## src/rtl/lcdws_pkg.sv

```systemverilog
// Shared types and constants for the character-LCD write sequencer.
// No dependencies; used by every module of the block.
`default_nettype none

package lcdws_pkg;

    // Request codes carried on the action field
    typedef enum logic [2:0] {
        ACT_COMMAND = 3'd0,
        ACT_DATA    = 3'd1,
        ACT_INIT    = 3'd2,
        ACT_CURSOR  = 3'd3,
        ACT_NUMBER  = 3'd4,
        ACT_GLYPH   = 3'd5
    } action_t;

    // Configuration register indexes
    localparam logic CFG_FOUR_BIT_MODE   = 1'b0;
    localparam logic CFG_LINE_TWO_OFFSET = 1'b1;

    localparam logic [6:0] LINE_TWO_OFFSET_RESET = 7'd64;
    localparam int         GLYPH_ROW_COUNT       = 8;

    // Controller commands and characters
    localparam logic [7:0] CMD_FUNCTION_SET = 8'h38;
    localparam logic [7:0] CMD_DISPLAY_ON   = 8'h0C;
    localparam logic [7:0] CMD_CLEAR        = 8'h01;
    localparam logic [7:0] CMD_SET_DDRAM    = 8'h80;
    localparam logic [7:0] CMD_SET_CGRAM    = 8'h40;
    localparam logic [3:0] NIB_WAKE         = 4'h2;
    localparam logic [3:0] NIB_FUNC_4BIT    = 4'h8;
    localparam logic [7:0] CHAR_ZERO        = 8'h30;
    localparam logic [7:0] CHAR_MINUS       = 8'h2D;

    localparam logic RS_COMMAND = 1'b0;
    localparam logic RS_DATA    = 1'b1;

    // One byte handed from the sequencer to the bus emitter
    typedef struct packed {
        logic       valid;
        logic       rs;
        logic       raw;    // single bus write even in four-bit mode
        logic       last;
        logic [7:0] value;
    } byte_req_t;

    // Commands to the binary-to-decimal unit
    typedef struct packed {
        logic load;
        logic advance;      // drop the leading digit
    } bcd_ctrl_t;

    // Status from the binary-to-decimal unit
    typedef struct packed {
        logic       conv_done;
        logic       last_digit;
        logic [3:0] lead_digit;
    } bcd_stat_t;

endpackage

`default_nettype wire

```

## src/rtl/lcdws_bcd_unit.sv

```systemverilog
// Iterative binary-to-BCD converter (shift and add-3), one bit per cycle,
// with a digit shifter for reading the result most significant first.
// Depends on lcdws_pkg.
`default_nettype none

module lcdws_bcd_unit #(
    parameter int NUMBER_WIDTH = 32
) (
    input  wire logic                    clk,
    input  wire logic                    rst_n,
    input  wire lcdws_pkg::bcd_ctrl_t    ctrl,
    input  wire logic [NUMBER_WIDTH-1:0] magnitude,
    output lcdws_pkg::bcd_stat_t         stat
);

    localparam int DIGITS = (NUMBER_WIDTH * 3) / 10 + 1;
    localparam int BCD_W  = DIGITS * 4;
    localparam int CNT_W  = $clog2(NUMBER_WIDTH + 1);
    localparam int DIG_W  = $clog2(DIGITS + 1);

    logic [NUMBER_WIDTH-1:0] bin_reg, bin_next;
    logic [BCD_W-1:0]        bcd_reg, bcd_next;
    logic [BCD_W-1:0]        bcd_adj;
    logic [CNT_W-1:0]        bit_cnt_reg, bit_cnt_next;
    logic [DIG_W-1:0]        dig_cnt_reg, dig_cnt_next;

    always_comb
    begin
        for (int i = 0; i < DIGITS; i++)
        begin
            bcd_adj[i*4 +: 4] = (bcd_reg[i*4 +: 4] >= 4'd5) ? bcd_reg[i*4 +: 4] + 4'd3
                                                            : bcd_reg[i*4 +: 4];
        end
    end

    always_comb
    begin
        bin_next     = bin_reg;
        bcd_next     = bcd_reg;
        bit_cnt_next = bit_cnt_reg;
        dig_cnt_next = dig_cnt_reg;
        if (ctrl.load)
        begin
            bin_next     = magnitude;
            bcd_next     = '0;
            bit_cnt_next = CNT_W'(NUMBER_WIDTH);
            dig_cnt_next = DIG_W'(DIGITS);
        end
        else if (bit_cnt_reg != '0)
        begin
            {bcd_next, bin_next} = {bcd_adj, bin_reg} << 1;
            bit_cnt_next         = bit_cnt_reg - 1'b1;
        end
        else if (ctrl.advance)
        begin
            bcd_next     = bcd_reg << 4;
            dig_cnt_next = dig_cnt_reg - 1'b1;
        end
    end

    always_ff @(posedge clk or negedge rst_n)
    begin
        if (!rst_n)
        begin
            bit_cnt_reg <= '0;
            dig_cnt_reg <= '0;
        end
        else
        begin
            bit_cnt_reg <= bit_cnt_next;
            dig_cnt_reg <= dig_cnt_next;
        end
    end

    always_ff @(posedge clk)
    begin
        bin_reg <= bin_next;
        bcd_reg <= bcd_next;
    end

    assign stat.conv_done  = (bit_cnt_reg == '0);
    assign stat.last_digit = (dig_cnt_reg == DIG_W'(1));
    assign stat.lead_digit = bcd_reg[BCD_W-1 -: 4];

    // digits are only consumed once the conversion has run out of bits
    a_advance_after_done: assert property (@(posedge clk) disable iff (!rst_n)
        ctrl.advance |-> stat.conv_done)
        else $error("digit shift during conversion");

    a_load_starts_conv: assert property (@(posedge clk) disable iff (!rst_n)
        ctrl.load |=> !stat.conv_done)
        else $error("load did not start a conversion");

endmodule

`default_nettype wire

```

## src/rtl/lcdws_emitter.sv

```systemverilog
// Bus-write emitter: turns byte requests into one byte write or two nibble
// writes (high first) and holds the result in an output register.
// Depends on lcdws_pkg.
`default_nettype none

module lcdws_emitter (
    input  wire logic                 clk,
    input  wire logic                 rst_n,
    input  wire logic                 four_bit_mode,
    input  wire lcdws_pkg::byte_req_t req,
    output logic                      req_ready,
    output logic                      out_valid,
    input  wire logic                 out_stall,
    output logic                      reg_select,
    output logic [7:0]                bus_value,
    output logic                      last
);

    logic       out_valid_reg, out_valid_next;
    logic       out_rs_reg, out_rs_next;
    logic [7:0] out_value_reg, out_value_next;
    logic       out_last_reg, out_last_next;
    logic       pend_valid_reg, pend_valid_next;
    logic       pend_rs_reg, pend_rs_next;
    logic [3:0] pend_nib_reg, pend_nib_next;
    logic       pend_last_reg, pend_last_next;
    logic       slot_free;

    assign slot_free = !out_valid_reg || !out_stall;
    assign req_ready = slot_free && !pend_valid_reg;

    always_comb
    begin
        out_valid_next  = out_valid_reg;
        out_rs_next     = out_rs_reg;
        out_value_next  = out_value_reg;
        out_last_next   = out_last_reg;
        pend_valid_next = pend_valid_reg;
        pend_rs_next    = pend_rs_reg;
        pend_nib_next   = pend_nib_reg;
        pend_last_next  = pend_last_reg;
        if (slot_free)
        begin
            if (pend_valid_reg)
            begin
                out_valid_next  = 1'b1;
                out_rs_next     = pend_rs_reg;
                out_value_next  = {4'b0, pend_nib_reg};
                out_last_next   = pend_last_reg;
                pend_valid_next = 1'b0;
            end
            else if (req.valid)
            begin
                out_valid_next = 1'b1;
                out_rs_next    = req.rs;
                if (four_bit_mode && !req.raw)
                begin
                    out_value_next  = {4'b0, req.value[7:4]};
                    out_last_next   = 1'b0;
                    pend_valid_next = 1'b1;
                    pend_rs_next    = req.rs;
                    pend_nib_next   = req.value[3:0];
                    pend_last_next  = req.last;
                end
                else
                begin
                    out_value_next = req.value;
                    out_last_next  = req.last;
                end
            end
            else
            begin
                out_valid_next = 1'b0;
            end
        end
    end

    always_ff @(posedge clk or negedge rst_n)
    begin
        if (!rst_n)
        begin
            out_valid_reg  <= 1'b0;
            pend_valid_reg <= 1'b0;
        end
        else
        begin
            out_valid_reg  <= out_valid_next;
            pend_valid_reg <= pend_valid_next;
        end
    end

    always_ff @(posedge clk)
    begin
        out_rs_reg    <= out_rs_next;
        out_value_reg <= out_value_next;
        out_last_reg  <= out_last_next;
        pend_rs_reg   <= pend_rs_next;
        pend_nib_reg  <= pend_nib_next;
        pend_last_reg <= pend_last_next;
    end

    assign out_valid  = out_valid_reg;
    assign reg_select = out_rs_reg;
    assign bus_value  = out_value_reg;
    assign last       = out_last_reg;

    // a held low nibble always sits behind its high nibble
    a_pend_behind_high: assert property (@(posedge clk) disable iff (!rst_n)
        pend_valid_reg |-> out_valid_reg)
        else $error("low nibble pending without high nibble");

    a_pend_only_nibbles: assert property (@(posedge clk) disable iff (!rst_n)
        pend_valid_reg |-> four_bit_mode)
        else $error("nibble split in eight-bit mode");

    a_last_closes: assert property (@(posedge clk) disable iff (!rst_n)
        (out_valid_reg && out_last_reg) |-> !pend_valid_reg)
        else $error("write pending behind a final write");

endmodule

`default_nettype wire

```

## src/rtl/char_lcd_write_sequencer_unit.sv

```systemverilog
// Character-LCD write sequencer, top level: request sequencer and config.
// Depends on lcdws_pkg, lcdws_bcd_unit and lcdws_emitter.
//
// Usage
//   Input channel (in_valid / in_stall): one display request per word. The
//   block raises in_stall from the cycle after a word is taken until that
//   request has handed its last byte to the emitter.
//   Output channel (out_valid / out_stall): one bus write per word with
//   reg_select, bus_value and last; last marks the final write of a request.
//   The receiver may stall at any time; the word holds until taken and the
//   sequencer waits. Unused action codes are taken and give no words.
//   Config channel (cfg_valid / cfg_ready, always ready): index 0 is
//   four_bit_mode, index 1 is line_two_offset. Write only while idle.
// Timing
//   Within a request, one word per cycle while unstalled (two words per byte
//   in four-bit mode, one for each raw wake-up nibble). A number first runs
//   through the shift-add-3 converter, then drops its leading zeros, then
//   emits its sign and digits. Longest requests, in four-bit mode with
//   NUMBER_WIDTH 32: a ten-digit negative number or a glyph (22 words each).
// Reset
//   Asynchronous, active low: idle, no words held, four_bit_mode 0,
//   line_two_offset 64.
`default_nettype none

module char_lcd_write_sequencer_unit #(
    parameter int NUMBER_WIDTH = 32
) (
    input  wire logic        clk,
    input  wire logic        rst_n,
    // request channel
    input  wire logic        in_valid,
    output logic             in_stall,
    input  wire logic [2:0]  action,
    input  wire logic [7:0]  byte_value,
    input  wire logic [6:0]  column,
    input  wire logic [1:0]  row,
    input  wire logic [31:0] number_value,
    input  wire logic [2:0]  glyph_slot,
    input  wire logic [63:0] glyph_rows,
    // bus write channel
    output logic             out_valid,
    input  wire logic        out_stall,
    output logic             reg_select,
    output logic [7:0]       bus_value,
    output logic             last,
    // configuration channel
    input  wire logic        cfg_valid,
    output logic             cfg_ready,
    input  wire logic        cfg_index,
    input  wire logic [6:0]  cfg_data
);

    // step numbers within a request
    localparam logic [3:0] INIT_STEP_FUNC    = 4'd2;  // eight-bit mode starts here
    localparam logic [3:0] INIT_STEP_DISPLAY = 4'd3;
    localparam logic [3:0] INIT_STEP_CLEAR   = 4'd4;
    localparam logic [3:0] GLYPH_STEP_CURSOR = 4'(lcdws_pkg::GLYPH_ROW_COUNT + 1);
    localparam logic [3:0] GLYPH_STEP_SLOT   = 4'(lcdws_pkg::GLYPH_ROW_COUNT + 2);

    typedef enum logic [1:0] {
        ST_IDLE,
        ST_CONVERT,
        ST_SKIP,
        ST_EMIT
    } state_t;

    state_t                   state_reg, state_next;
    lcdws_pkg::action_t       action_reg, action_next;
    logic [3:0]               step_reg, step_next;
    logic                     neg_reg, neg_next;
    logic [7:0]               byte_reg, byte_next;
    logic [6:0]               column_reg, column_next;
    logic [1:0]               row_reg, row_next;
    logic [2:0]               slot_reg, slot_next;
    logic [63:0]              glyph_reg, glyph_next;

    logic                     four_bit_mode_reg;
    logic [6:0]               line_two_offset_reg;

    logic [NUMBER_WIDTH-1:0]  num_bits;
    logic                     num_neg;
    logic [NUMBER_WIDTH-1:0]  num_mag;
    logic [8:0]               cursor_addr;
    logic [7:0]               cursor_cmd;

    lcdws_pkg::bcd_ctrl_t     bcd_ctrl;
    lcdws_pkg::bcd_stat_t     bcd_stat;
    lcdws_pkg::byte_req_t     step_req;
    lcdws_pkg::byte_req_t     req;
    logic                     req_ready;

    // ---------------- configuration registers ----------------
    assign cfg_ready = 1'b1;

    always_ff @(posedge clk or negedge rst_n)
    begin
        if (!rst_n)
        begin
            four_bit_mode_reg   <= 1'b0;
            line_two_offset_reg <= lcdws_pkg::LINE_TWO_OFFSET_RESET;
        end
        else if (cfg_valid && cfg_ready)
        begin
            case (cfg_index)
                lcdws_pkg::CFG_FOUR_BIT_MODE:   four_bit_mode_reg   <= cfg_data[0];
                lcdws_pkg::CFG_LINE_TWO_OFFSET: line_two_offset_reg <= cfg_data;
                default: ;
            endcase
        end
    end

    // ---------------- operand preparation ----------------
    // magnitude fits NUMBER_WIDTH unsigned bits, even for the most negative value
    assign num_bits = number_value[NUMBER_WIDTH-1:0];
    assign num_neg  = num_bits[NUMBER_WIDTH-1];
    assign num_mag  = num_neg ? NUMBER_WIDTH'(-num_bits) : num_bits;

    // DDRAM address wraps within seven bits; bit 7 is the command bit
    assign cursor_addr = 9'(row_reg) * 9'(line_two_offset_reg) + 9'(column_reg);
    assign cursor_cmd  = lcdws_pkg::CMD_SET_DDRAM | {1'b0, cursor_addr[6:0]};

    // ---------------- byte for the current step ----------------
    always_comb
    begin
        step_req       = '0;
        step_req.valid = (state_reg == ST_EMIT);
        step_req.rs    = lcdws_pkg::RS_COMMAND;
        case (action_reg)
            lcdws_pkg::ACT_COMMAND:
            begin
                step_req.value = byte_reg;
                step_req.last  = 1'b1;
            end
            lcdws_pkg::ACT_DATA:
            begin
                step_req.rs    = lcdws_pkg::RS_DATA;
                step_req.value = byte_reg;
                step_req.last  = 1'b1;
            end
            lcdws_pkg::ACT_INIT:
            begin
                // four-bit mode opens with single wake-up nibbles
                case (step_reg)
                    INIT_STEP_FUNC:
                    begin
                        step_req.raw   = four_bit_mode_reg;
                        step_req.value = four_bit_mode_reg ? {4'b0, lcdws_pkg::NIB_FUNC_4BIT}
                                                           : lcdws_pkg::CMD_FUNCTION_SET;
                    end
                    INIT_STEP_DISPLAY: step_req.value = lcdws_pkg::CMD_DISPLAY_ON;
                    INIT_STEP_CLEAR:
                    begin
                        step_req.value = lcdws_pkg::CMD_CLEAR;
                        step_req.last  = 1'b1;
                    end
                    default:
                    begin
                        step_req.raw   = 1'b1;
                        step_req.value = {4'b0, lcdws_pkg::NIB_WAKE};
                    end
                endcase
            end
            lcdws_pkg::ACT_CURSOR:
            begin
                step_req.value = cursor_cmd;
                step_req.last  = 1'b1;
            end
            lcdws_pkg::ACT_NUMBER:
            begin
                step_req.rs = lcdws_pkg::RS_DATA;
                if (step_reg == '0)
                begin
                    step_req.value = lcdws_pkg::CHAR_MINUS;
                end
                else
                begin
                    step_req.value = lcdws_pkg::CHAR_ZERO | {4'b0, bcd_stat.lead_digit};
                    step_req.last  = bcd_stat.last_digit;
                end
            end
            lcdws_pkg::ACT_GLYPH:
            begin
                if (step_reg == '0)
                begin
                    step_req.value = lcdws_pkg::CMD_SET_CGRAM | {2'b0, slot_reg, 3'b0};
                end
                else if (step_reg == GLYPH_STEP_CURSOR)
                begin
                    step_req.value = cursor_cmd;
                end
                else if (step_reg == GLYPH_STEP_SLOT)
                begin
                    step_req.rs    = lcdws_pkg::RS_DATA;
                    step_req.value = {5'b0, slot_reg};
                    step_req.last  = 1'b1;
                end
                else
                begin
                    step_req.rs    = lcdws_pkg::RS_DATA;
                    step_req.value = glyph_reg[7:0];
                end
            end
            default:
            begin
                step_req.valid = 1'b0;
            end
        endcase
    end

    // ---------------- sequencer ----------------
    always_comb
    begin
        state_next  = state_reg;
        action_next = action_reg;
        step_next   = step_reg;
        neg_next    = neg_reg;
        byte_next   = byte_reg;
        column_next = column_reg;
        row_next    = row_reg;
        slot_next   = slot_reg;
        glyph_next  = glyph_reg;
        bcd_ctrl    = '0;
        req         = '0;
        case (state_reg)
            ST_IDLE:
            begin
                if (in_valid)
                begin
                    action_next = lcdws_pkg::action_t'(action);
                    byte_next   = byte_value;
                    column_next = column;
                    row_next    = row;
                    slot_next   = glyph_slot;
                    glyph_next  = glyph_rows;
                    neg_next    = num_neg;
                    step_next   = '0;
                    case (lcdws_pkg::action_t'(action))
                        lcdws_pkg::ACT_NUMBER:
                        begin
                            bcd_ctrl.load = 1'b1;
                            state_next    = ST_CONVERT;
                        end
                        lcdws_pkg::ACT_INIT:
                        begin
                            step_next  = four_bit_mode_reg ? 4'd0 : INIT_STEP_FUNC;
                            state_next = ST_EMIT;
                        end
                        lcdws_pkg::ACT_COMMAND,
                        lcdws_pkg::ACT_DATA,
                        lcdws_pkg::ACT_CURSOR,
                        lcdws_pkg::ACT_GLYPH:
                        begin
                            state_next = ST_EMIT;
                        end
                        default: ;  // no bus writes
                    endcase
                end
            end
            ST_CONVERT:
            begin
                if (bcd_stat.conv_done)
                begin
                    state_next = ST_SKIP;
                end
            end
            ST_SKIP:
            begin
                // drop leading zeros, keep at least one digit
                if (bcd_stat.lead_digit == 4'd0 && !bcd_stat.last_digit)
                begin
                    bcd_ctrl.advance = 1'b1;
                end
                else
                begin
                    step_next  = neg_reg ? 4'd0 : 4'd1;
                    state_next = ST_EMIT;
                end
            end
            ST_EMIT:
            begin
                req = step_req;
                if (req_ready)
                begin
                    step_next = step_reg + 4'd1;
                    if (action_reg == lcdws_pkg::ACT_GLYPH && step_reg != '0)
                    begin
                        glyph_next = glyph_reg >> 8;
                    end
                    if (action_reg == lcdws_pkg::ACT_NUMBER && step_reg != '0)
                    begin
                        bcd_ctrl.advance = 1'b1;
                    end
                    if (step_req.last)
                    begin
                        state_next = ST_IDLE;
                    end
                end
            end
            default:
            begin
                state_next = ST_IDLE;
            end
        endcase
    end

    always_ff @(posedge clk or negedge rst_n)
    begin
        if (!rst_n)
        begin
            state_reg  <= ST_IDLE;
            action_reg <= lcdws_pkg::ACT_COMMAND;
            step_reg   <= '0;
            neg_reg    <= 1'b0;
        end
        else
        begin
            state_reg  <= state_next;
            action_reg <= action_next;
            step_reg   <= step_next;
            neg_reg    <= neg_next;
        end
    end

    always_ff @(posedge clk)
    begin
        byte_reg   <= byte_next;
        column_reg <= column_next;
        row_reg    <= row_next;
        slot_reg   <= slot_next;
        glyph_reg  <= glyph_next;
    end

    assign in_stall = (state_reg != ST_IDLE);

    // ---------------- datapath units ----------------
    lcdws_bcd_unit #(
        .NUMBER_WIDTH (NUMBER_WIDTH)
    ) u_bcd (
        .clk       (clk),
        .rst_n     (rst_n),
        .ctrl      (bcd_ctrl),
        .magnitude (num_mag),
        .stat      (bcd_stat)
    );

    lcdws_emitter u_emit (
        .clk           (clk),
        .rst_n         (rst_n),
        .four_bit_mode (four_bit_mode_reg),
        .req           (req),
        .req_ready     (req_ready),
        .out_valid     (out_valid),
        .out_stall     (out_stall),
        .reg_select    (reg_select),
        .bus_value     (bus_value),
        .last          (last)
    );

    // digits are only emitted from a finished conversion
    a_digits_converted: assert property (@(posedge clk) disable iff (!rst_n)
        (state_reg == ST_EMIT && action_reg == lcdws_pkg::ACT_NUMBER && step_reg != '0)
        |-> bcd_stat.conv_done)
        else $error("digit emitted before conversion finished");

endmodule

`default_nettype wire
```

## config.mk

```make
export PLATFORM = sky130hd
export DESIGN_NAME = char_lcd_write_sequencer_unit
export DESIGN_NICKNAME = d
export VERILOG_FILES = /design/src/rtl/lcdws_pkg.sv /design/src/rtl/lcdws_bcd_unit.sv /design/src/rtl/lcdws_emitter.sv /design/src/rtl/char_lcd_write_sequencer_unit.sv
export SDC_FILE = /design/constraint.sdc
export NUM_CORES = 1
export LEC_CHECK = 0
export ABC_CLOCK_PERIOD_IN_PS = 9300
export BUFFER_PORTS_ARGS = -buffer_cell sky130_fd_sc_hd__buf_4
export CAP_MARGIN = 20
export CELL_PAD_IN_SITES_DETAIL_PLACEMENT = 0
export CELL_PAD_IN_SITES_GLOBAL_PLACEMENT = 1
export CORE_MARGIN = 8
export CORE_UTILIZATION = 46
export CTS_CLUSTER_SIZE = 8
export DETAILED_ROUTE_END_ITERATION = 7
export MAX_ROUTING_LAYER = met4
export PLACE_DENSITY = 0.92
export REMOVE_ABC_BUFFERS = 1
export SLEW_MARGIN = 10
export SYNTH_ARGS = -nofsm -noshare
export SYNTH_HDL_FRONTEND = slang
export SYNTH_SLANG_ARGS = --single-unit
```

## constraint.sdc

```tcl
create_clock -name clk -period 9.3 [get_ports clk]
set_input_delay 0.93 -clock clk [delete_from_list [all_inputs] [get_ports clk]]
set_output_delay 0.93 -clock clk [all_outputs]
set_load 0.03 [all_outputs]
```

# Word-level counts from Yosys, hierarchy flattened
# Cells that the tools add are included.
# word_totals
regBits,202
out_inout_bits,13
# classes
order_cmp,10
bitwise,2
multipliers,1
eq_ne,27
add_sub_neg,15
n_mux,77
reduce_logical,40
# op_table
cell,count
$mux W64,3
$pmux W64 S2,1
$mux W32,3
$mux W40,2
$mux W4,16
$pmux W9 S5,1
$ge A4 B3 Y1 const B,10
$mux W8,5
$add A4 B2 Y4 const B,9
$neg A32 Y32,1
$mux W1,26
$mux W6,3
$pmux W6 S3,1
$mux W2,7
$eq A3 B2 Y1 const B,4
$eq A3 B3 Y1 const B,4
$mux W12,1
$ne A2 B2 Y1 const B,6
$pmux W4 S3,1
$reduce_and A4 Y1,3
$reduce_bool A2 Y1,6
$reduce_and A2 Y1,5
$eq A4 B2 Y1 const B,2
$eq A4 B4 Y1 const B,2
33 further kinds,50

# Longest topological paths before layout
# Gate-level depths: netlist of the first run.
# depth
depth_word,11
depth_mapped,11

# Modules after synthesis
# A second synthesis of the first run with hierarchy kept.
# unflattened
cells_unflattened,972
area_unflattened_um2,11278.3
# by_module_without_submodules
module,cells_each,instances,area_each_um2
char_lcd_write_sequencer_unit,503,1,5928.2
lcdws_bcd_unit,416,1,4538.1
lcdws_emitter,53,1,812.0

# Worst setup path after synthesis of the first run
# OpenSTA, ideal clock, no wires.
# synth_timing
path_type,reg2reg
from,register state_reg[0]
to,register glyph_reg[0] (enable)
setup_time_ns,0.582
period_less_slack_ns,6.706
t_arrival_ns,6.124
required_time_ns,8.718
path_stages_with_launch,7
path_buffers,3
setup_slack_ns,2.594
cell_sequence,dfrtp_1 -> ha_1 -> clkbuf_1 -> clkbuf_1 -> buf_1 -> nor2_1 -> a211oi_1
# synth_between
elab_chain_len,3
# synth_rtl
element,line,source
from (decl),char_lcd_write_sequencer_unit.sv:67,"state_t state_reg, state_next;"
from (signal assigned),char_lcd_write_sequencer_unit.sv:317,state_reg <= state_next;
$eq A2 B2 Y1 or $logic_not A2 Y1 (tied branches),char_lcd_write_sequencer_unit.sv:224,case (state_reg)
$ne A2 B1 Y1 (no line) (tied with other cells),-,
$reduce_and A4 Y1 (no line) (*),-,
to (signal assigned),char_lcd_write_sequencer_unit.sv:330,glyph_reg <= glyph_next;
to (decl),char_lcd_write_sequencer_unit.sv:75,"logic [63:0] glyph_reg, glyph_next;"
# Mark *: on every way between the ends. The rest lies on a longest branch, timed or not.
# A chain may end at the register's enable or synchronous reset.

# Worst setup path in the final report of the first run
# layout_timing
from,register step_reg[0]
to,register u_bcd.dig_cnt_reg[3]
# layout_between
elab_chain_len,7
# layout_rtl
element,line,source
from (decl),char_lcd_write_sequencer_unit.sv:69,"logic [3:0] step_reg, step_next;"
from (signal assigned),char_lcd_write_sequencer_unit.sv:319,step_reg <= step_next;
$reduce_bool A4 Y1,char_lcd_write_sequencer_unit.sv:289,if (action_reg == lcdws_pkg::ACT_NUMBER && step_reg != '0)
$logic_and A1 B1 Y1,char_lcd_write_sequencer_unit.sv:289,
$mux W1,char_lcd_write_sequencer_unit.sv:289,
$mux W1,char_lcd_write_sequencer_unit.sv:282,if (req_ready)
$pmux W1 S2,char_lcd_write_sequencer_unit.sv:224,
$reduce_bool A2 Y1 (no line),-,
$reduce_and A2 Y1 (no line),-,
to (signal assigned),lcdws_bcd_unit.sv:71,dig_cnt_reg <= dig_cnt_next;
to (decl),lcdws_bcd_unit.sv:25,"logic [DIG_W-1:0] dig_cnt_reg, dig_cnt_next;"
# Every way passes these cells.

==> qor.yml, run 1 <==
drt:
  wl_met2_mm: 11.8
  drt-met1-wl_mm: 11.5
  wl_mm: 25.3
  vias: 8140
  drtIter0Drc: 641
  dr.pass1.iters: 5
  route.top_layer_used: "met4"
  routedWlPerCell_um: 16.9
  met3_length_mm: 1.56
  via_per_inst: 5.43
  ant_nets: 0
  drc: 0
cts:
  cts_hold_buffers: 0
  cts_max_path_buffers: 3
  htreeDepth: 1
  cts_buffers: 29
  root_buffer: "clkbuf_16"
  path_clk_slew_ns: 0.06
  cts_repair_resize_count: 0
  tritoncts: "yes"
  cts.sinks: 202
  clk_latency_ns: 0.55
  postCtsSetupRepairBufs: 0
synth:
  synth_commonest_cells: "edfxtp_1 (132), nand2_1 (94), o21ai_0 (86)"
  synth_fa_ha_area_share_pct: 5.80
  netlist_area_um2: 10900
  yosysUniqueCellTypes: 62
  seq_area_frac_synth_pct: 50.5
  avgSynthCellArea_um2: 10.6
  synth-compound-area-share_pct: 14.5
  post-synth-top-count-cell: "edfxtp_1"
  ys_ff_latch: 202
  synth_top_family_by_area: "compound AO/OA/AOI/OAI gates"
  synth_cells: 1031
  synth-edff-count: 132
  synth_area_leaders: "edfxtp_1 (36%), dfxtp_1 (7.3%), mux2_2 (6.9%)"
  muxShareOfSynthArea_pct: 8.28
  yosysTopAreaCell: "edfxtp_1"
  synthFlopType: "edfxtp_1"
  synth-xor-area-share_pct: 4.17
  synth_top_area_share_pct: 36.3
  ys_warn_count: 0
  yosys.area_share.simple_pct: 13.0
  async_reset_ff_share_pct: 14.9
sta:
  setup_tns_ns: 0
  hold_viol: 0
  slew_violations: 0
  post-route-period-util_pct: 33.5
  worst_clock_skew_ns: 0.0161
  worst_pin_slew_ns: 1.02
  period_minus_slack_ns: 3.11
  finalSetupViolCount: 0
  grt_setup_unrepaired: "false"
  fmax_ghz: 0.321
  slew_headroom_pct: 32.1
global_routing:
  grt_pass1_vias: 8003
  overflow: 0
  grt_max_degree: 80
  grt_util_all_layers_pct: 17.5
  antenna_found_initial: 0
  grt_pass1_wl_mm: 40.8
floorplan:
  pin_count: 145
  row_count: 56
  die_w_um: 170
  core_area_um2: 23400
  start_util_pct: 46.7
  die_area_um2: 28900
  die_y_um: 170
hold_path:
  hold_class: "input port to asynchronous set/reset pin"
finish:
  nets: 1336
  largest_register_ffs: 64
  antennaDiodeCount: 0
  area_delta_synth_final_pct: 19.9
  final_util_pct: 56.0
  drive_gt1_share_pct: 22.5
worst_setup_path:
  critPathKind: "register to register"
  path_buf_inv: 2
  critPathMaxStageDelay_ns: 0.75
  cp.depth: 9
  crit_fanout: 32
  path_cells: "inv_1 -> ha_1 -> nor3b_2 -> nor3_1 -> a31oi_2 -> buf_4 -> nor2_1 -> and3_1 -> o21ai_0"
  rr_endpoint: "u_bcd.dig_cnt_reg[3]"
  reg2reg_depth: 9
  critical-path-slowest-cell: "nor2_1"
  crit_arrival_ns: 3.48
  crit_path_end_kind: "register"
  crit_path_start_kind: "register"
  crit_required_ns: 9.67
  critPathTopFamily: "simple AND/OR/NAND/NOR gates"
  regToRegSetupSlack_ns: 6.19
  reg2reg_from: "step_reg[0]"
pwr:
  peakVddDrop_mv: 0.127
  power.density_nw_per_um2: 158
  p_leak_nw: 5.17
outcome:
  status: "finished, final reports clean"
flow_run:
  max_cap_viol_count: 0
placed_design:
  hpwlAfterDp_mm: 17.2
  globalplace.congestion: 0.910
  io_buffer_count: 143
-- area by class of cell --
type / instances / area (µm²)
Fill cell: 2052 / 10300
Sequential cell: 202 / 5520
Multi-Input combinational cell: 724 / 5040
Timing Repair Buffer: 149 / 1120
Clock buffer: 51 / 808
Tap cell: 319 / 399
Inverter: 51 / 191
Clock inverter: 2 / 26.3
-- power breakdown --
part           leakage [nW]  switching [mW]  internal (mW)  total [mW]
Sequential             1.99         0.00501          0.960       0.965
Clock                 0.398           0.387          0.583       0.970
Combinational          2.78          0.0629         0.0771       0.140
-- worst register-to-register path: cells and delay by family, from the launching register on --
family	cells	cell delay, ns
AOI/OAI and AO/OA	2	0.22
adders and majority gates	1	0.30
buffers and inverters	2	0.42
DFF	1	0.40
and+or+nand+nor	4	1.61
-- worst max-delay path by stage --
stage,startpoint,to
2_1_floorplan,state_reg[0],glyph_reg[0]
3_3_place_gp,number_value[16],u_bcd.bin_reg[29]
3_5_place_dp,number_value[22],u_bcd.bin_reg[29]
4_1_cts,step_reg[0],u_bcd.dig_cnt_reg[3]
5_1_grt,step_reg[0],u_bcd.dig_cnt_reg[3]
6_report,step_reg[0],u_bcd.dig_cnt_reg[3]
-- per-stage QoR --
| stage | total power [mW] | setup WS [ns] | area, µm² | std cells | hold WS [ns] |
|---|---|---|---|---|---|
| CTS | 2.09 | 6.19 | 13100 | 1498 | 0.322 |
| finish | 2.07 | 6.19 | 13100 | 1498 | 0.321 |
| detailed placement | 1.12 | 6.15 | 12300 | 1445 | 0.487 |
| global placement | 1.12 | 6.18 | 12300 | 1445 | 0.475 |
| global route | 2.14 | 5.94 | 13100 | 1498 | 0.332 |
| floorplan | 1.05 | 1.67 | 10700 | 977 | 0.450 |
-- cell usage in the layout (no fill, tap or decap), drive strengths merged, types with 29 or more instances in the layout --
| cell type | netlist | layout |
|---|---|---|
| buf | 14 | 149 |
| edfxtp | 132 | 132 |
| nand2 | 94 | 94 |
| o21ai | 87 | 87 |
| mux2 | 67 | 67 |
| nor2 | 66 | 66 |
| a21oi | 56 | 56 |
| inv | 51 | 53 |
| clkbuf | 40 | 51 |
| a211oi | 48 | 48 |
| ha | 41 | 41 |
| dfxtp | 40 | 40 |
| xnor2 | 29 | 29 |
| dfrtp | 29 | 29 |
-- per-layer routing --
metal  vias to the layer above  GRT usage (%)
li1                       4016              -
met1                      3868           22.9
met2                       215           27.3
met3                        41           3.75
met4                         0           4.35
met5                         -              -
-- cell families (layout without fill, tap and decap cells) --
group                    after synthesis  count (layout)
XOR/XNOR                              52              52
flip-flops                           202             202
adder cells (fa/ha/maj)               47              47
AND/OR/NAND/NOR                      288             288
other                                  1               1
AO/OA/AOI/OAI                        254             254
buffers and inverters                105             253
multiplexers                          82              82
No activity file was read; power rests on OpenSTA's default activity.
==> inputs of run 2 (changes only) <==
--- a/config.mk
+++ b/config.mk
@@ -5,17 +5,18 @@
 export SDC_FILE = /design/constraint.sdc
 export NUM_CORES = 1
 export LEC_CHECK = 0
-export ABC_CLOCK_PERIOD_IN_PS = 9300
+export ABC_AREA = 1
+export ABC_CLOCK_PERIOD_IN_PS = 2700
 export BUFFER_PORTS_ARGS = -buffer_cell sky130_fd_sc_hd__buf_4
 export CAP_MARGIN = 20
 export CELL_PAD_IN_SITES_DETAIL_PLACEMENT = 0
 export CELL_PAD_IN_SITES_GLOBAL_PLACEMENT = 1
 export CORE_MARGIN = 8
-export CORE_UTILIZATION = 46
+export CORE_UTILIZATION = 40
 export CTS_CLUSTER_SIZE = 8
 export DETAILED_ROUTE_END_ITERATION = 7
 export MAX_ROUTING_LAYER = met4
-export PLACE_DENSITY = 0.92
+export PLACE_DENSITY = 0.89
 export REMOVE_ABC_BUFFERS = 1
 export SLEW_MARGIN = 10
 export SYNTH_ARGS = -nofsm -noshare
==> constraint.sdc (replaced) <==
create_clock -name clk -period 2.7 [get_ports clk]
set_input_delay 0.27 -clock clk [delete_from_list [all_inputs] [get_ports clk]]
set_output_delay 0.27 -clock clk [all_outputs]
set_load 0.03 [all_outputs]
==> run 2 against run 1 <==
Compared with the run above:
- count of clock-buffer cells in the layout rose by 2
- critical path depth rose by 3
- die area increased by 17%
- highest routed layer unchanged
- hold slack worse by 0.30 ns
- area after synthesis grew 3.4%
- utilization shrank 3.1 points
- routed wire length increased by 19%
==> qor.yml, run 2 <==
outcome:
  status: "finished, final reports clean"  # unchanged
global_routing:
  grt_max_degree: 65  # was 80
  grt_pass1_wl_mm: 49.9  # was 40.8 mm
  antenna_found_initial: 2  # was 0
  grt_pass1_vias: 10111  # was 8003
  grt_util_all_layers_pct: 18.1  # was 17.5%
  overflow: 0  # unchanged
hold_path:
  whs_endpoint: "four_bit_mode_reg"
  min-delay-start: "cfg_index"
  worstHoldPathCells: 3
  hold_class: "input port to register"  # was input port to asynchronous set/reset pin
worst_setup_path:
  critPathKind: "register to register"  # unchanged
  rr_endpoint: "u_emit.bus_value[2]"  # was u_bcd.dig_cnt_reg[3]
  critical-path-slowest-cell: "fa_2"  # was nor2_1
  reg2reg_from: "row_reg[1]"  # was step_reg[0]
  regToRegSetupSlack_ns: 0.10  # was 6.19 ns
  reg2reg_depth: 12  # was 9
  path_cells: "nand2_2 -> fa_1 -> inv_1 -> ha_4 -> fa_2 -> or2_2 -> nand3_1 -> nand2_1 -> nand2_1 -> o21ai_1 -> inv_1 -> nand2_1"  # was inv_1 -> ha_1 -> nor3b_2 -> nor3_1 -> a31oi_2 -> buf_4 -> nor2_1 -> and3_1 -> o21ai_0
  crit_path_start_kind: "register"  # unchanged
  crit_fanout: 3  # was 32
  crit_path_end_kind: "register"  # unchanged
  crit_required_ns: 2.99  # was 9.67 ns
  crit_arrival_ns: 2.89  # was 3.48 ns
  critPathMaxStageDelay_ns: 0.46  # was 0.75 ns
  cp_common_cell: "nand2_1"
synth:
  synth_cells: 1376  # was 1031
  yosysUniqueCellTypes: 47  # was 62
  async_reset_ff_share_pct: 14.9  # unchanged
  netlist_area_um2: 11300  # was 10900 µm²
  avgSynthCellArea_um2: 8.21  # was 10.6 µm²
  synthFlopType: "edfxtp_1"  # unchanged
  synth_commonest_cells: "nand2_1 (436), inv_1 (151), edfxtp_1 (132)"  # was edfxtp_1 (132), nand2_1 (94), o21ai_0 (86)
  synth_area_leaders: "edfxtp_1 (35%), nand2_1 (14%), dfxtp_1 (7.1%)"  # was edfxtp_1 (36%), dfxtp_1 (7.3%), mux2_2 (6.9%)
  yosysTopAreaCell: "edfxtp_1"  # unchanged
  seq_area_frac_synth_pct: 48.8  # was 50.5%
  post-synth-top-count-cell: "nand2_1"  # was edfxtp_1
  ys_warn_count: 0  # unchanged
  ys_ff_latch: 202  # unchanged
  synth_top_area_share_pct: 35.1  # was 36.3%
  synth-edff-count: 132  # unchanged
finish:
  most-common-layout-cells: "nand2_1 (429), buf_4 (162), inv_1 (147), edfxtp_1 (132), nand3_1 (116)"  # was buf_4 (149), edfxtp_1 (132), nand2_1 (93), o21ai_0 (86), mux2_2 (67)
  drive_gt1_share_pct: 15.1  # was 22.5%
  fillers: 2517  # was 2052
  nets: 1796  # was 1336
  largest_register_ffs: 64  # unchanged
  final_area_um2: 14700  # was 13100 µm²
  area_delta_synth_final_pct: 30.1  # was 19.9%
  final_util_pct: 52.9  # was 56.0%
  layout_commonest_cell: "nand2_1"  # was buf_4
floorplan:
  row_count: 61  # was 56
  core_area_um2: 27800  # was 23400 µm²
  die_area_um2: 33900  # was 28900 µm²
  die_w_um: 184  # was 170 µm
  start_util_pct: 40.7  # was 46.7%
  die_y_um: 184  # was 170 µm
  pin_count: 145  # unchanged
sta:
  hold_viol: 0  # unchanged
  worst_clock_skew_ns: 0.00979  # was 0.0161 ns
  slew_violations: 0  # unchanged
  finalSetupViolCount: 0  # unchanged
  worst_pin_slew_ns: 0.923  # was 1.02 ns
  worst_slack_ns: 0.103  # was 6.19 ns
  period_minus_slack_ns: 2.60  # was 3.11 ns
  setup_tns_ns: 0  # unchanged
  fmax_ghz: 0.385  # was 0.321 GHz
  slew_headroom_pct: 38.3  # was 32.1%
  post-route-period-util_pct: 96.2  # was 33.5%
pwr:
  p_leak_nw: 6.71  # was 5.17 nW
  power.density_nw_per_um2: 1050  # was 158 nW/µm²
  cell_internal_pwr_mw: 9.50  # was 1.62 mW
  swShare_pct: 38.2  # was 21.9%
  clkPwrFrac_pct: 22.4  # was 46.7%
  peakVddDrop_mv: 0.650  # was 0.127 mV
  power.total_mw: 15.4  # was 2.07 mW
  p_comb_share_pct: 39.0  # was 6.7%
  netSwitchingPower_mw: 5.87  # was 0.455 mW
  seq_power_share_pct: 38.7  # was 46.5%
cts:
  tritoncts: "yes"  # unchanged
  cts_buffers: 29  # unchanged
  htreeDepth: 1  # unchanged
  path_clk_slew_ns: 0.05  # was 0.06 ns
  clk_latency_ns: 0.54  # was 0.55 ns
  cts_max_path_buffers: 3  # unchanged
  root_buffer: "clkbuf_16"  # unchanged
  cts.sinks: 202  # unchanged
placed_design:
  place_area_um2: 12800  # was 12300 µm²
  globalplace.congestion: 0.897  # was 0.910
  pre_cts_ws_ns: -0.0236  # was 6.15 ns
  hpwlAfterDp_mm: 19.2  # was 17.2 mm
  io_buffer_count: 143  # unchanged
drt:
  met3_length_mm: 1.81  # was 1.56 mm
  via_per_inst: 5.01  # was 5.43
  drc: 0  # unchanged
  wl_mm: 30.0  # was 25.3 mm
  wl_met2_mm: 14.4  # was 11.8 mm
  dr.pass1.iters: 7  # was 5
  drtIter0Drc: 680  # was 641
  route.top_layer_used: "met4"  # unchanged
  ant_nets: 0  # unchanged
  vias: 10128  # was 8140
  routedWlPerCell_um: 14.9  # was 16.9 µm
  drt-met1-wl_mm: 13.3  # was 11.5 mm
flow_run:
  max_cap_viol_count: 0  # unchanged
-- run 2: logic make-up (layout without fill, tap and decap cells) --
kind of cell	after synthesis	count (layout)	synth area share, %
fa+ha+maj	47	47	5.61
flops	202	202	48.8
xor+xnor	31	31	2.40
compound gates	184	184	9.08
buf+inv	203	467	7.30
mux	6	6	0.598
other cells	1	3	0.0332
simple gates	702	702	26.1
-- run 2: worst max-delay path by stage --
stage                      startpoint                  end  slack (ns)  cells past startpoint
2_1_floorplan            state_reg[0]         glyph_reg[0]       -4.23                      3
3_3_place_gp               row_reg[1]  u_emit.bus_value[2]         0.1                     12
3_5_place_dp   line_two_offset_reg[0]  u_emit.bus_value[3]       -0.02                     11
4_1_cts                    row_reg[1]  u_emit.bus_value[2]       0.008                     12
5_1_grt                    row_reg[1]  u_emit.bus_value[0]      -0.008                     13
6_report                   row_reg[1]  u_emit.bus_value[2]        0.10                     12
-- run 2: layout make-up --
type	instances	area [µm²]	share of cell area, %
clock inverter	1	20.0	0.136
timing repair buffer	258	2190	14.9
sequential	202	5520	37.5
multi-input combinational	971	5070	34.5
clock buffer	53	836	5.69
tap	378	473	3.22
inverter	155	587	3.99
antenna	2	5.00	0.0341
-- run 2: routing by layer --
| layer | vias up | track usage (%) |
|---|---|---|
| li1 | 5037 | - |
| met1 | 4749 | 23.3 |
| met2 | 304 | 29.7 |
| met3 | 38 | 2.98 |
| met4 | 0 | 4.13 |
| met5 | - | - |
-- run 2: worst max-delay path: cells and delay by family (launching register included) --
kind | cells | cell delay [ns]
AOI/OAI and AO/OA | 1 | 0.07
adders and majority gates | 3 | 1.02
buffers and inverters | 2 | 0.16
DFF | 1 | 0.44
and+or+nand+nor | 6 | 0.65
-- run 2: per-stage QoR --
| step | cells | hold slack, ns |
|---|---|---|
| finish | 2020 | 0.0237 |
| global route | 2020 | 0.0313 |
| CTS | 2015 | 0.000464 |
| detailed placement | 1867 | 0.243 |
| global placement | 1867 | 0.250 |
| floorplan | 1328 | -0.0256 |
-- run 2: what timing repair did --
item / CTS / global route
gates resized for setup: 1 / 24
setup endpoints to repair: 2 / 7
setup buffers: 1 / 3
pin swaps: 0 / 12
hold buffers: 93 / 0
endpoints found under the hold margin: 121 / 0
-- run 2: power groups by stage --
stage / clock network, mW / logic (mW) / registers (mW)
after floorplan: 0 / 3.92 / 5.73
after global placement: 0 / 5.51 / 5.92
after detailed placement: 0 / 5.66 / 5.97
after CTS: 3.49 / 5.83 / 5.93
after global routing: 3.62 / 6.83 / 6.12
final: 3.44 / 5.99 / 5.95
